--- src/design/packet_sequence_rate_monitor_macros.svh ---
// assertion macros for the packet sequence and rate monitor
// no dependencies; included by packet_sequence_rate_monitor.sv, the only file that carries assertions
`ifndef PACKET_SEQUENCE_RATE_MONITOR_MACROS_SVH
`define PACKET_SEQUENCE_RATE_MONITOR_MACROS_SVH

// same-cycle implication, checked out of reset
`define PSRM_ASSERT_IMPL(label, clk, rst_n, ante, cons) \
  label: assert property (@(posedge clk) disable iff (!rst_n) (ante) |-> (cons)) \
    else $error("psrm assertion failed");

// next-cycle implication, checked out of reset
`define PSRM_ASSERT_NEXT(label, clk, rst_n, ante, cons) \
  label: assert property (@(posedge clk) disable iff (!rst_n) (ante) |=> (cons)) \
    else $error("psrm assertion failed");

`endif

--- src/design/psrm_pkg.sv ---
// shared types and constants for the packet sequence and rate monitor
// no dependencies
package psrm_pkg;

  localparam int unsigned WINDOW     = 20;
  localparam int unsigned IDX_W      = $clog2(WINDOW);
  localparam int unsigned FILL_W     = $clog2(WINDOW + 1);
  localparam int unsigned SEQ_W      = 16;
  localparam int unsigned TIME_W     = 32;
  localparam int unsigned NUM_W      = 23;
  localparam int unsigned DCNT_W     = $clog2(NUM_W + 1);
  localparam int unsigned RATE_SCALE = 256000;

  typedef struct packed {
    logic              packet_valid;
    logic [SEQ_W-1:0]  seq_number;
    logic [TIME_W-1:0] arrival_ms;
  } in_item_t;

  typedef struct packed {
    logic              gap_flag;
    logic [SEQ_W-1:0]  gap_size;
    logic [SEQ_W-1:0]  gap_expected_seq;
    logic [SEQ_W-1:0]  rx_seq_num;
    logic [NUM_W-1:0]  rate_q8;
  } out_item_t;

  typedef struct packed {
    logic busy;
    logic done;
  } div_sts_t;

endpackage

--- src/design/psrm_ram.sv ---
// generic single-write, single-read ram with registered read data
// no dependencies
module psrm_ram #(
  parameter int unsigned WIDTH = 32,
  parameter int unsigned DEPTH = 20
) (
  input  logic                     clk,
  input  logic                     we,
  input  logic [$clog2(DEPTH)-1:0] waddr,
  input  logic [WIDTH-1:0]         wdata,
  input  logic                     re,
  input  logic [$clog2(DEPTH)-1:0] raddr,
  output logic [WIDTH-1:0]         rdata
);

  logic [WIDTH-1:0] mem [DEPTH];
  logic [WIDTH-1:0] rdata_r;

  always_ff @(posedge clk) begin
    if (we) begin
      mem[waddr] <= wdata;
    end
    if (re) begin
      rdata_r <= mem[raddr];
    end
  end

  assign rdata = rdata_r;

endmodule

--- src/design/psrm_div.sv ---
// restoring divider, one quotient bit per cycle
// depends on psrm_pkg
module psrm_div (
  input  logic                          clk,
  input  logic                          rst_n,
  input  logic                          start,
  input  logic [psrm_pkg::NUM_W-1:0]    dividend,
  input  logic [psrm_pkg::TIME_W-1:0]   divisor,
  output logic [psrm_pkg::NUM_W-1:0]    quotient,
  output psrm_pkg::div_sts_t            sts
);

  logic [psrm_pkg::NUM_W-1:0]  quo_r, quo_nxt;
  logic [psrm_pkg::TIME_W-1:0] rem_r, rem_nxt;
  logic [psrm_pkg::TIME_W-1:0] dsr_r, dsr_nxt;
  logic [psrm_pkg::DCNT_W-1:0] cnt_r, cnt_nxt;
  logic                        busy_r, busy_nxt;
  logic                        done_r, done_nxt;
  logic [psrm_pkg::TIME_W:0]   rem_sh;
  logic [psrm_pkg::TIME_W:0]   rem_sub;
  logic                        q_bit;

  // shift in next dividend bit, trial subtract
  always_comb begin
    rem_sh  = {rem_r, quo_r[psrm_pkg::NUM_W-1]};
    rem_sub = rem_sh - {1'b0, dsr_r};
    q_bit   = (rem_sh >= {1'b0, dsr_r});
  end

  always_comb begin
    quo_nxt  = quo_r;
    rem_nxt  = rem_r;
    dsr_nxt  = dsr_r;
    cnt_nxt  = cnt_r;
    busy_nxt = busy_r;
    done_nxt = 1'b0;
    if (start) begin
      quo_nxt  = dividend;
      rem_nxt  = '0;
      dsr_nxt  = divisor;
      cnt_nxt  = psrm_pkg::DCNT_W'(psrm_pkg::NUM_W);
      busy_nxt = 1'b1;
    end else if (busy_r) begin
      quo_nxt = {quo_r[psrm_pkg::NUM_W-2:0], q_bit};
      rem_nxt = q_bit ? rem_sub[psrm_pkg::TIME_W-1:0] : rem_sh[psrm_pkg::TIME_W-1:0];
      cnt_nxt = cnt_r - psrm_pkg::DCNT_W'(1);
      if (cnt_r == psrm_pkg::DCNT_W'(1)) begin
        busy_nxt = 1'b0;
        done_nxt = 1'b1;
      end
    end
  end

  always_ff @(posedge clk) begin
    if (!rst_n) begin
      busy_r <= 1'b0;
      done_r <= 1'b0;
      cnt_r  <= '0;
    end else begin
      busy_r <= busy_nxt;
      done_r <= done_nxt;
      cnt_r  <= cnt_nxt;
    end
    quo_r <= quo_nxt;
    rem_r <= rem_nxt;
    dsr_r <= dsr_nxt;
  end

  assign quotient = quo_r;
  assign sts.busy = busy_r;
  assign sts.done = done_r;

endmodule

--- src/design/packet_sequence_rate_monitor.sv ---
// Packet sequence and rate monitor. One item per packet arrival; an item with
// packet_valid low is accepted in the idle state and gives no result. A valid
// item gives exactly one result: gap flag, latched gap size and expected
// number, its own sequence number, and the arrival rate over the last 20
// arrivals in 1/256 Hz. A valid item occupies the block while it is taken and
// its time stored, the ring is read, the divider is set up, the bit-serial
// divider runs, the quotient is picked up and the result is handed to the
// output register; that handoff waits while the register still holds a result
// not yet taken. When no division is needed (fewer than two samples or zero
// time span) the divider steps are skipped. The output register lets the next
// item be taken while a result still waits on out_ready.
// depends on psrm_pkg, psrm_ram, psrm_div and packet_sequence_rate_monitor_macros.svh
`include "packet_sequence_rate_monitor_macros.svh"

module packet_sequence_rate_monitor (
  input  logic                 clk,
  input  logic                 rst_n,
  input  logic                 in_valid,
  output logic                 in_ready,
  input  psrm_pkg::in_item_t   in_data,
  output logic                 out_valid,
  input  logic                 out_ready,
  output psrm_pkg::out_item_t  out_data
);

  // sequencer states
  localparam logic [2:0] S_IDLE = 3'd0;  // waiting for an item
  localparam logic [2:0] S_READ = 3'd1;  // read oldest ring time
  localparam logic [2:0] S_CALC = 3'd2;  // span and divider setup
  localparam logic [2:0] S_DIV  = 3'd3;  // divider running
  localparam logic [2:0] S_FIN  = 3'd4;  // load output register

  logic [2:0] state_r, state_nxt;

  // sequence tracking
  logic [psrm_pkg::SEQ_W-1:0]  next_exp_r, next_exp_nxt;
  logic                        seq_seen_r, seq_seen_nxt;
  logic [psrm_pkg::SEQ_W-1:0]  held_missed_r, held_missed_nxt;
  logic [psrm_pkg::SEQ_W-1:0]  held_gexp_r, held_gexp_nxt;
  logic [psrm_pkg::NUM_W-1:0]  held_rate_r, held_rate_nxt;
  logic                        gap_r, gap_nxt;
  logic [psrm_pkg::SEQ_W-1:0]  rcv_seq_r, rcv_seq_nxt;

  // time ring bookkeeping
  logic [psrm_pkg::IDX_W-1:0]  head_r, head_nxt;
  logic [psrm_pkg::FILL_W-1:0] fill_r, fill_nxt;
  logic [psrm_pkg::IDX_W-1:0]  oldest_r, oldest_nxt;
  logic [psrm_pkg::TIME_W-1:0] now_r, now_nxt;
  logic [psrm_pkg::IDX_W:0]    oldest_sum;

  // output register
  logic                        out_valid_r, out_valid_nxt;
  psrm_pkg::out_item_t         out_data_r, out_data_nxt;

  // ring and divider hookup
  logic                        ring_we;
  logic                        ring_re;
  logic [psrm_pkg::TIME_W-1:0] ring_rdata;
  logic [psrm_pkg::TIME_W-1:0] delta;
  logic                        div_start;
  logic [psrm_pkg::NUM_W-1:0]  div_dividend;
  logic [psrm_pkg::NUM_W-1:0]  div_quot;
  psrm_pkg::div_sts_t          div_sts;

  logic in_acc;

  assign in_ready = (state_r == S_IDLE);
  assign in_acc   = in_valid && in_ready;

  // time span back to the oldest sample still in the window
  assign delta = now_r - ring_rdata;

  // (fill-1) * 256000, at most 23 bits for any window up to 32
  assign div_dividend = psrm_pkg::NUM_W'(
      32'(fill_r - psrm_pkg::FILL_W'(1)) * psrm_pkg::RATE_SCALE);

  // slot of the sample taken fill-1 items before the newest, after the update
  always_comb begin
    logic [psrm_pkg::IDX_W:0] wsum;
    wsum = {1'b0, head_nxt} + (psrm_pkg::IDX_W + 1)'(psrm_pkg::WINDOW)
         - (psrm_pkg::IDX_W + 1)'(fill_nxt);
    oldest_sum = wsum;
  end

  always_comb begin
    state_nxt       = state_r;
    next_exp_nxt    = next_exp_r;
    seq_seen_nxt    = seq_seen_r;
    held_missed_nxt = held_missed_r;
    held_gexp_nxt   = held_gexp_r;
    held_rate_nxt   = held_rate_r;
    gap_nxt         = gap_r;
    rcv_seq_nxt     = rcv_seq_r;
    head_nxt        = head_r;
    fill_nxt        = fill_r;
    now_nxt         = now_r;
    oldest_nxt      = oldest_r;
    out_valid_nxt   = out_valid_r;
    out_data_nxt    = out_data_r;
    ring_we         = 1'b0;
    ring_re         = 1'b0;
    div_start       = 1'b0;

    // result taken downstream frees the output register
    if (out_valid_r && out_ready) begin
      out_valid_nxt = 1'b0;
    end

    // ring pointer update, used by the accept arm below
    if (head_r == psrm_pkg::IDX_W'(psrm_pkg::WINDOW - 1)) begin
      head_nxt = '0;
    end else begin
      head_nxt = head_r + psrm_pkg::IDX_W'(1);
    end
    if (fill_r < psrm_pkg::FILL_W'(psrm_pkg::WINDOW)) begin
      fill_nxt = fill_r + psrm_pkg::FILL_W'(1);
    end

    unique case (state_r)
      S_IDLE: begin
        // hold pointers unless a valid packet comes in
        if (!(in_acc && in_data.packet_valid)) begin
          head_nxt = head_r;
          fill_nxt = fill_r;
        end else begin
          gap_nxt = 1'b0;
          if (seq_seen_r) begin
            if (in_data.seq_number != next_exp_r) begin
              gap_nxt         = 1'b1;
              held_missed_nxt = in_data.seq_number - next_exp_r;
              held_gexp_nxt   = next_exp_r;
            end
          end
          seq_seen_nxt = 1'b1;
          next_exp_nxt = in_data.seq_number + psrm_pkg::SEQ_W'(1);
          rcv_seq_nxt  = in_data.seq_number;
          now_nxt      = in_data.arrival_ms;
          ring_we      = 1'b1;
          if (oldest_sum >= (psrm_pkg::IDX_W + 1)'(psrm_pkg::WINDOW)) begin
            oldest_nxt = psrm_pkg::IDX_W'(oldest_sum
                       - (psrm_pkg::IDX_W + 1)'(psrm_pkg::WINDOW));
          end else begin
            oldest_nxt = oldest_sum[psrm_pkg::IDX_W-1:0];
          end
          state_nxt = S_READ;
        end
      end
      S_READ: begin
        head_nxt  = head_r;
        fill_nxt  = fill_r;
        ring_re   = 1'b1;
        state_nxt = S_CALC;
      end
      S_CALC: begin
        head_nxt = head_r;
        fill_nxt = fill_r;
        // rate held when fewer than two samples or no elapsed time
        if (fill_r >= psrm_pkg::FILL_W'(2) && delta != '0) begin
          div_start = 1'b1;
          state_nxt = S_DIV;
        end else begin
          state_nxt = S_FIN;
        end
      end
      S_DIV: begin
        head_nxt = head_r;
        fill_nxt = fill_r;
        if (div_sts.done) begin
          held_rate_nxt = div_quot;
          state_nxt     = S_FIN;
        end
      end
      S_FIN: begin
        head_nxt = head_r;
        fill_nxt = fill_r;
        if (!out_valid_r || out_ready) begin
          out_valid_nxt                 = 1'b1;
          out_data_nxt.gap_flag         = gap_r;
          out_data_nxt.gap_size         = held_missed_r;
          out_data_nxt.gap_expected_seq = held_gexp_r;
          out_data_nxt.rx_seq_num       = rcv_seq_r;
          out_data_nxt.rate_q8          = held_rate_r;
          state_nxt                     = S_IDLE;
        end
      end
      default: begin
        head_nxt  = head_r;
        fill_nxt  = fill_r;
        state_nxt = S_IDLE;
      end
    endcase
  end

  always_ff @(posedge clk) begin
    if (!rst_n) begin
      state_r       <= S_IDLE;
      next_exp_r    <= '0;
      seq_seen_r    <= 1'b0;
      held_missed_r <= '0;
      held_gexp_r   <= '0;
      held_rate_r   <= '0;
      head_r        <= '0;
      fill_r        <= '0;
      out_valid_r   <= 1'b0;
    end else begin
      state_r       <= state_nxt;
      next_exp_r    <= next_exp_nxt;
      seq_seen_r    <= seq_seen_nxt;
      held_missed_r <= held_missed_nxt;
      held_gexp_r   <= held_gexp_nxt;
      held_rate_r   <= held_rate_nxt;
      head_r        <= head_nxt;
      fill_r        <= fill_nxt;
      out_valid_r   <= out_valid_nxt;
    end
    gap_r      <= gap_nxt;
    rcv_seq_r  <= rcv_seq_nxt;
    now_r      <= now_nxt;
    oldest_r   <= oldest_nxt;
    out_data_r <= out_data_nxt;
  end

  // arrival time ring
  psrm_ram #(
    .WIDTH (psrm_pkg::TIME_W),
    .DEPTH (psrm_pkg::WINDOW)
  ) u_ring (
    .clk   (clk),
    .we    (ring_we),
    .waddr (head_r),
    .wdata (in_data.arrival_ms),
    .re    (ring_re),
    .raddr (oldest_r),
    .rdata (ring_rdata)
  );

  // rate divider
  psrm_div u_div (
    .clk      (clk),
    .rst_n    (rst_n),
    .start    (div_start),
    .dividend (div_dividend),
    .divisor  (delta),
    .quotient (div_quot),
    .sts      (div_sts)
  );

  assign out_valid = out_valid_r;
  assign out_data  = out_data_r;

  // fill count saturates at the window size
  `PSRM_ASSERT_IMPL(a_fill_bound, clk, rst_n, 1'b1, fill_r <= psrm_pkg::FILL_W'(psrm_pkg::WINDOW))
  // no item taken while the divider runs
  `PSRM_ASSERT_IMPL(a_busy_no_accept, clk, rst_n, div_sts.busy, !in_ready)
  // divider completion only seen while waiting for it
  `PSRM_ASSERT_IMPL(a_done_in_div, clk, rst_n, div_sts.done, state_r == S_DIV)
  // valid packet starts the ring read
  `PSRM_ASSERT_NEXT(a_valid_to_read, clk, rst_n, in_acc && in_data.packet_valid, state_r == S_READ)
  // invalid packet leaves sequence state alone
  `PSRM_ASSERT_NEXT(a_invalid_no_change, clk, rst_n, in_acc && !in_data.packet_valid, $stable(next_exp_r) && state_r == S_IDLE)

endmodule

--- config.mk ---
export PLATFORM = sky130hd
export DESIGN_NAME = packet_sequence_rate_monitor
export DESIGN_NICKNAME = d
export VERILOG_FILES = /design/src/design/psrm_pkg.sv /design/src/design/psrm_ram.sv /design/src/design/psrm_div.sv /design/src/design/packet_sequence_rate_monitor.sv
export VERILOG_INCLUDE_DIRS = /design/src /design/src/design
export SDC_FILE = /design/constraint.sdc
export NUM_CORES = 1
export LEC_CHECK = 0
export ABC_AREA = 1
export BUFFER_PORTS_ARGS = -buffer_cell sky130_fd_sc_hd__clkbuf_2
export CORE_ASPECT_RATIO = 0.5
export CORE_UTILIZATION = 41
export DETAILED_ROUTE_END_ITERATION = 16
export SETUP_SLACK_MARGIN = 0.02
export SYNTH_ARGS = -nofsm -noshare
export SYNTH_HDL_FRONTEND = slang
export SYNTH_SLANG_ARGS = --single-unit
--- constraint.sdc ---
create_clock -name clk -period 10.7 [get_ports clk]
set_input_delay 1.07 -clock clk [delete_from_list [all_inputs] [get_ports clk]]
set_output_delay 1.07 -clock clk [all_outputs]
set_load 0.03 [all_outputs]
==> impl_metrics.py, run 1 <==
metrics = {
    "status": {
        "status": "complete, no violations",
    },
    "floorplan": {
        "design.core.area_um2": 105000,
        "dieArea_um2": 108000,
        "ios": 127,
        "core.rowCount": 84,
        "start_util": 0.414,
        "die_w_um": 463,
        "fp.dieH_um": 232,
    },
    "sta": {
        "worst_pin_slew_ns": 1.07,
        "timing.final.crit_share": 0.492,
        "slew_headroom": 0.290,
        "setup_viol": 0,
        "hold_violations": 0,
        "skew_ns": 0.0484,
        "max_freq_mhz": 190,
        "fin_crit_ns": 5.26,
        "slew_viol_final": 0,
        "rsz0062_at_grt": "no",
        "fin_setup_tns_ns": 0,
    },
    "hold_path": {
        "hold_depth": 0,
        "min_path_type": "reg -> reg",
        "hold_path_startpoint": "rcv_seq_r[12]$_DFFE_PP_",
        "hold_end": "out_data[35]$_DFFE_PP_",
    },
    "power_and_ir_drop": {
        "ir_worst_vdd_uv": 276,
        "power_density_nw_per_um2": 259,
        "leakage_nw": 18.3,
        "p_total_mw": 12.6,
    },
    "synth": {
        "synthDistinctLibCells": 51,
        "syn-num-nets": 4227,
        "yosysWarnings": 0,
        "synth_flop_cell": "edfxtp_1",
        "synth.area.mux_share": 0,
        "syn_inst": 4030,
        "synth_edf_count": 842,
        "synth-seq-area-share": 0.644,
        "synth_simple_gate_area_frac": 0.124,
        "ys_ff_latch": 978,
        "synth_compound_area_frac": 0.117,
        "synth_top_family_by_area": "simple AND/OR/NAND/NOR gates",
        "synth_fa_ha_area_frac": 0.0445,
        "syn_area_per_cell_um2": 10.8,
        "synthXorXnorAreaFrac": 0.0169,
        "synth-async-reset-ratio": 0,
        "syn_area_um2": 43500,
    },
    "layout": {
        "layout.cells.non_filler": 5614,
        "drive_gt1_frac": 0.0894,
        "final_nets": 4316,
        "fillers": 9643,
        "areaGrowthSynthToFinish_pct": 12.1,
    },
    "place": {
        "io_buffers": 126,
        "hpwl_um": 68000,
        "gp_congestion": 0.889,
        "dp_cells": 5445,
    },
    "cts": {
        "cts_buffer_depth": 3,
        "cts_resized": 0,
        "hold_buffers": 0,
        "cts_buffers": 91,
        "cts_root_buffer": "clkbuf_16",
        "cts_tree": "yes",
        "post-cts-setup-buffer-count": 0,
        "insertion_delay_ns": 0.72,
        "clock-sinks": 978,
        "clk_pin_slew_ns": 0.07,
        "htreeDepth": 3,
    },
    "grt": {
        "grt_max_degree": 157,
        "grt_pass1_vias": 28182,
        "overflow": 0,
        "grt_util_all_layers": 0.205,
        "grt_pass1_wl_um": 169000,
        "antenna_found_initial": 5,
    },
    "job": {
        "maxCapViolations": 0,
    },
    "worst_setup_path": {
        "cp-end-kind": "flip-flop",
        "r2r_cells": 22,
        "r2r_slack_ns": 5.44,
        "cp-start-kind": "flip-flop",
        "worst-path-max-fanout": 9,
        "crit_arrival_ns": 5.67,
        "cp_data_required_time_ns": 11.11,
        "rr_startpoint": "fill_r[2]$_SDFF_PN0_",
        "worstReg2RegEnd": "u_div.quotient[22]$_DFFE_PP_",
        "crit_type": "reg -> reg",
    },
    "route": {
        "wire_per_inst_um": 19.9,
        "drt_drc_violations_left": 0,
        "first_iter_violations": 2852,
        "drt_pre_antenna_iters": 6,
        "vias_per_cell": 5.28,
        "vias": 29654,
        "route.antenna.remaining_nets": 0,
        "routed_wl_um": 112000,
    },
}
## where the power goes
part / leakage [nW] / switching [mW] / total [mW] / internal, mW
Combinational: 8.13 / 3.09 / 4.64 / 1.55
Clock: 1.47 / 1.48 / 3.35 / 1.87
Sequential: 8.74 / 0.121 / 4.63 / 4.51
## cells by family (layout without fill, tap and decap cells)
group / count (synthesis) / in the layout
AND/OR/NAND/NOR: 1324 / 1324
buffers and inverters: 602 / 765
XOR/XNOR: 84 / 84
AO/OA/AOI/OAI: 898 / 898
other: 0 / 2
adder cells (fa/ha/maj): 144 / 144
flip-flops: 978 / 978
## area by class of cell
class	count	area, µm²	share of cell area
Timing Repair Buffer	175	998	0.0205
Sequential cell	978	28000	0.574
Inverter	423	1600	0.0328
Clock buffer	113	2390	0.0490
Multi-Input combinational cell	2450	13300	0.273
Tap cell	1419	1780	0.0364
Clock inverter	54	673	0.0138
Antenna cell	2	5.00	0.000103
## through the flow
| step | util | instance area, µm² | hold WS, ns | setup slack, ns |
|---|---|---|---|---|
| after floorplan | - | 43500 | 0.400 | 5.32 |
| after global placement | 0.435 | 45700 | 0.401 | 5.40 |
| after detailed placement | 0.435 | 45700 | 0.405 | 5.38 |
| after CTS | 0.464 | 48800 | 0.415 | 5.35 |
| after global routing | 0.464 | 48800 | 0.419 | 4.95 |
| final | 0.464 | 48800 | 0.419 | 5.44 |
## cell usage after synthesis, drive strengths merged, types with 22 or more instances
library cell / n / area share
edfxtp: 842 / 0.58
nand2: 597 / 0.052
nor2: 532 / 0.046
o21ai: 441 / 0.051
inv: 418 / 0.036
a21oi: 204 / 0.023
clkbuf: 149 / 0.013
dfxtp: 136 / 0.063
nand3: 132 / 0.016
ha: 126 / 0.036
o22ai: 103 / 0.015
xor2: 51 / 0.010
a31oi: 41 / 0.0059
o221ai: 35 / 0.0070
xnor2: 33 / 0.0066
buf: 30 / 0.0046
a32o: 27 / 0.0062
nand4: 23 / 0.0035
nor3: 22 / 0.0029
## placed cells by master (no fill, tap or decap), types with 122 or more instances in the layout
| master | instances |
|---|---|
| nor2_1 | 504 |
| a21oi_1 | 204 |
| dfxtp_1 | 136 |
| clkbuf_2 | 126 |
| nand3_1 | 122 |
| ha_1 | 126 |
| inv_1 | 412 |
| nand2_1 | 587 |
| edfxtp_1 | 842 |
| o21ai_0 | 415 |
## critical path: stages, from the launching register on
cell and delay (ns):
dfxtp_1 0.47, inv_1 0.13, ha_1 0.20, nand2_1 0.08
nand3_1 0.10, nor2_1 0.78, ha_1 0.31, inv_1 0.07
fa_1 0.53, inv_1 0.05, fa_1 0.50, inv_1 0.05
fa_1 0.49, inv_1 0.04, ha_1 0.33, nand2_1 0.08
nand2_1 0.04, a21oi_1 0.16, nor2_1 0.09, o21ai_0 0.15
nand2_1 0.08, xor2_1 0.16, o21ai_2 0.06
## registers in the layout, indices dropped and copies added, names as in the netlist, 5 cells and up
signal          cells
held_gexp_r        16
u_ring.rdata       32
out_data           72
fill_r              5
u_div.quotient     23
oldest_r            5
u_div.cnt_r         5
rcv_seq_r          16
u_ring.mem        640
next_exp_r         16
now_r              32
u_div.dsr_r        32
head_r              5
held_rate_r        23
held_missed_r      16
u_div.rem_r        32
## worst max path at each step
stage,from,endpoint,slack (ns),cells past startpoint
3_3_place_gp,fill_r[2]$_SDFF_PN0_,u_div.quotient[22]$_DFFE_PP_,5.40,22
3_5_place_dp,fill_r[2]$_SDFF_PN0_,u_div.quotient[22]$_DFFE_PP_,5.38,22
5_1_grt,fill_r[2]$_SDFF_PN0_,u_div.quotient[22]$_DFFE_PP_,4.95,22
4_1_cts,fill_r[2]$_SDFF_PN0_,u_div.quotient[22]$_DFFE_PP_,5.35,22
6_report,fill_r[2]$_SDFF_PN0_,u_div.quotient[22]$_DFFE_PP_,5.44,22
2_1_floorplan,in_data[48],u_ring.mem[0][0]$_DFFE_PP_,5.32,5
## per-layer routing
metal / part of all wire / global-route usage
met5: 0 / 0
met2: 0.45 / 0.322
met4: 0.018 / 0.0478
met3: 0.072 / 0.0451
met1: 0.46 / 0.289
Power figures use the tool's default switching activity.
==> run 2: changes to the inputs <==
==> constraint.sdc (replaced) <==
create_clock -name clk -period 4.3 [get_ports clk]
set_input_delay 0.43 -clock clk [delete_from_list [all_inputs] [get_ports clk]]
set_output_delay 0.43 -clock clk [all_outputs]
set_load 0.03 [all_outputs]
==> run 2 against run 1 <==
Compared with the run above: the flow now finishes with violations (DRC); via count is 1.5% higher; global-route usage grew 0.34 points; fmax rose by 24%; sequential share of layout area decreased by 0.84 points; largest cell class unchanged.
==> impl_metrics.py, run 2 (synthesized netlist as in run 1, its figures left out) <==
metrics = {
    "power_and_ir_drop": {
        "p_int_mw": 20.4,
        "p_sw_mw": 12.1,
        "p_comb_frac": 0.391,
        "power_frac_seq": 0.356,
        "power_density_nw_per_um2": 655,
        "pwr-share-clk": 0.253,
        "ir_worst_vdd_uv": 900,
        "leakage_nw": 18.6,
        "sw_frac_of_total": 0.372,
    },
    "route": {
        "drt_pre_antenna_iters": 13,
        "wire_per_inst_um": 20.2,
        "route.antenna.remaining_nets": 0,
        "drt_drc_violations_left": 2,
        "vias": 30088,
        "first_iter_violations": 2738,
        "vias_per_cell": 5.32,
        "routed_wl_um": 114000,
    },
    "grt": {
        "grt_max_degree": 199,
        "grt_pass1_wl_um": 171000,
        "grt_util_all_layers": 0.209,
        "antenna_found_initial": 7,
        "overflow": 0,
        "grt_pass1_vias": 28032,
    },
    "worst_setup_path": {
        "worst-path-max-fanout": 6,
        "crit_type": "reg -> reg",
        "cp-end-kind": "flip-flop",
        "crit_start": "fill_r[2]$_SDFF_PN0_",
        "cp_data_required_time_ns": 4.72,
        "crit_arrival_ns": 4.67,
        "cp-start-kind": "flip-flop",
        "rr_startpoint": "fill_r[2]$_SDFF_PN0_",
    },
    "layout": {
        "drive_gt1_frac": 0.105,
        "layout_commonest_cell": "edfxtp_1",
        "final_area_um2": 49500,
        "layout.cells.non_filler": 5657,
        "largest_register_ffs": 640,
        "areaGrowthSynthToFinish_pct": 13.8,
        "final_nets": 4356,
        "largest_register": "u_ring.mem",
        "final_cell_mix": "842 x edfxtp_1, 580 x nand2_1, 501 x nor2_1, 413 x o21ai_0, 405 x inv_1",
    },
    "sta": {
        "setup_viol": 0,
        "fin_crit_ns": 4.25,
        "slew_headroom": 0.209,
        "worst_pin_slew_ns": 1.18,
        "hold_violations": 0,
        "rsz0062_at_grt": "yes",
        "skew_ns": 0.0426,
        "slew_viol_final": 0,
        "max_freq_mhz": 235,
        "timing.final.crit_share": 0.988,
    },
    "status": {
        "violations": "DRC",
        "status": "finished, violations left",
    },
    "floorplan": {
        "start_util": 0.414,
        "design.core.area_um2": 105000,
        "dieArea_um2": 108000,
        "core.rowCount": 84,
        "die_w_um": 463,
        "fp.dieH_um": 232,
        "ios": 127,
    },
    "job": {
        "maxCapViolations": 0,
    },
    "cts": {
        "cts_buffers": 90,
        "clk_pin_slew_ns": 0.06,
        "cts_tree": "yes",
        "cts_root_buffer": "clkbuf_16",
        "cts_buffer_depth": 3,
        "clock-sinks": 978,
        "insertion_delay_ns": 0.70,
        "htreeDepth": 3,
    },
    "place": {
        "dp_cells": 5473,
        "hpwl_um": 67700,
        "io_buffers": 126,
        "place_area_um2": 46300,
        "gp_congestion": 0.901,
    },
    "hold_path": {
        "min_path_type": "in -> reg",
        "hold_path_startpoint": "in_data[37]",
    },
}
run 2: cell types whose count changed in the layout (fill, tap and decap cells not counted), moves of 6 or more:
| cell | delta |
|---|---|
| clkbuf_8 | +6 |
| ha_1 | -6 |
| clkbuf_1 | -7 |
| inv_2 | +6 |
| nand2_1 | -7 |
| buf_4 | +7 |
| buf_12 | +23 |
| inv_1 | -7 |
| dlygate4sd3_1 | +11 |
run 2: power by group through the flow:
stage,clock network (mW),registers [mW],logic (mW)
after CTS,8.34,11.6,12.5
after global routing,8.70,11.6,14.4
after detailed placement,0,11.7,12.3
after global placement,0,11.7,12.2
final,8.20,11.6,12.7
after floorplan,0,11.9,8.65
run 2: per-layer routing:
metal | wire, µm | track usage | vias up
li1 | - | - | 14285
met2 | 51600 | 0.326 | 986
met4 | 2300 | 0.0568 | 6
met5 | 41 | 0 | -
met3 | 8610 | 0.0410 | 161
met1 | 51800 | 0.296 | 14650
run 2: repair_timing:
item | 4_1_cts | 5_1_grt
hold endpoints to repair | 11 | 0
resized for setup | 4 | 13
pin swaps | 3 | 14
buffers inserted | 0 | 2
hold buffers | 11 | 0
setup endpoints to repair | 2 | 2
run 2: final timing paths:
check | depth (start not counted) | to | slack, ns
worst min-delay path | 1 | rcv_seq_r[5]$_DFFE_PP_ | 0.05
worst max-delay path | 21 | u_div.quotient[22]$_DFFE_PP_ | 0.05
worst max register to register | 21 | u_div.quotient[22]$_DFFE_PP_ | 0.05
worst min register to register | 0 | out_data[24]$_DFFE_PP_ | 0.42
run 2: worst max-delay path, stage by stage (launching register included):
cell,delay [ns]
dfxtp_4,0.36
buf_4,0.16
nor2_2,0.15
nand2_2,0.09
xor2_1,0.17
ha_1,0.31
inv_1,0.06
fa_1,0.55
inv_2,0.04
fa_1,0.51
inv_2,0.04
fa_1,0.51
inv_2,0.04
ha_4,0.22
nand2_2,0.07
nand2_2,0.05
a21oi_2,0.16
nor2_2,0.05
o21ai_1,0.12
nand2_1,0.07
xor2_1,0.16
o21ai_2,0.06
run 2: final cells by class:
cell class | count | area [µm²]
Inverter | 423 | 1610
Multi-Input combinational cell | 2450 | 13500
Timing Repair Buffer | 216 | 1620
Tap cell | 1419 | 1780
Fill cell | 9596 | 55600
Sequential cell | 978 | 28000
Clock buffer | 115 | 2520
Antenna cell | 5 | 12.5
Clock inverter | 51 | 493
run 2: through the flow:
stage	TNS [ns]	util	setup slack (ns)	hold slack (ns)	power (mW)
global route	-0.537	0.471	-0.280	0.0256	34.7
global placement	-0.0245	0.441	-0.0181	0.401	23.9
finish	0	0.471	0.0500	0.0518	32.4
floorplan	0	-	0.0177	0.400	20.5
detailed placement	-0.0396	0.441	-0.0396	0.405	24.0
CTS	0	0.471	0.00922	0.00879	32.4
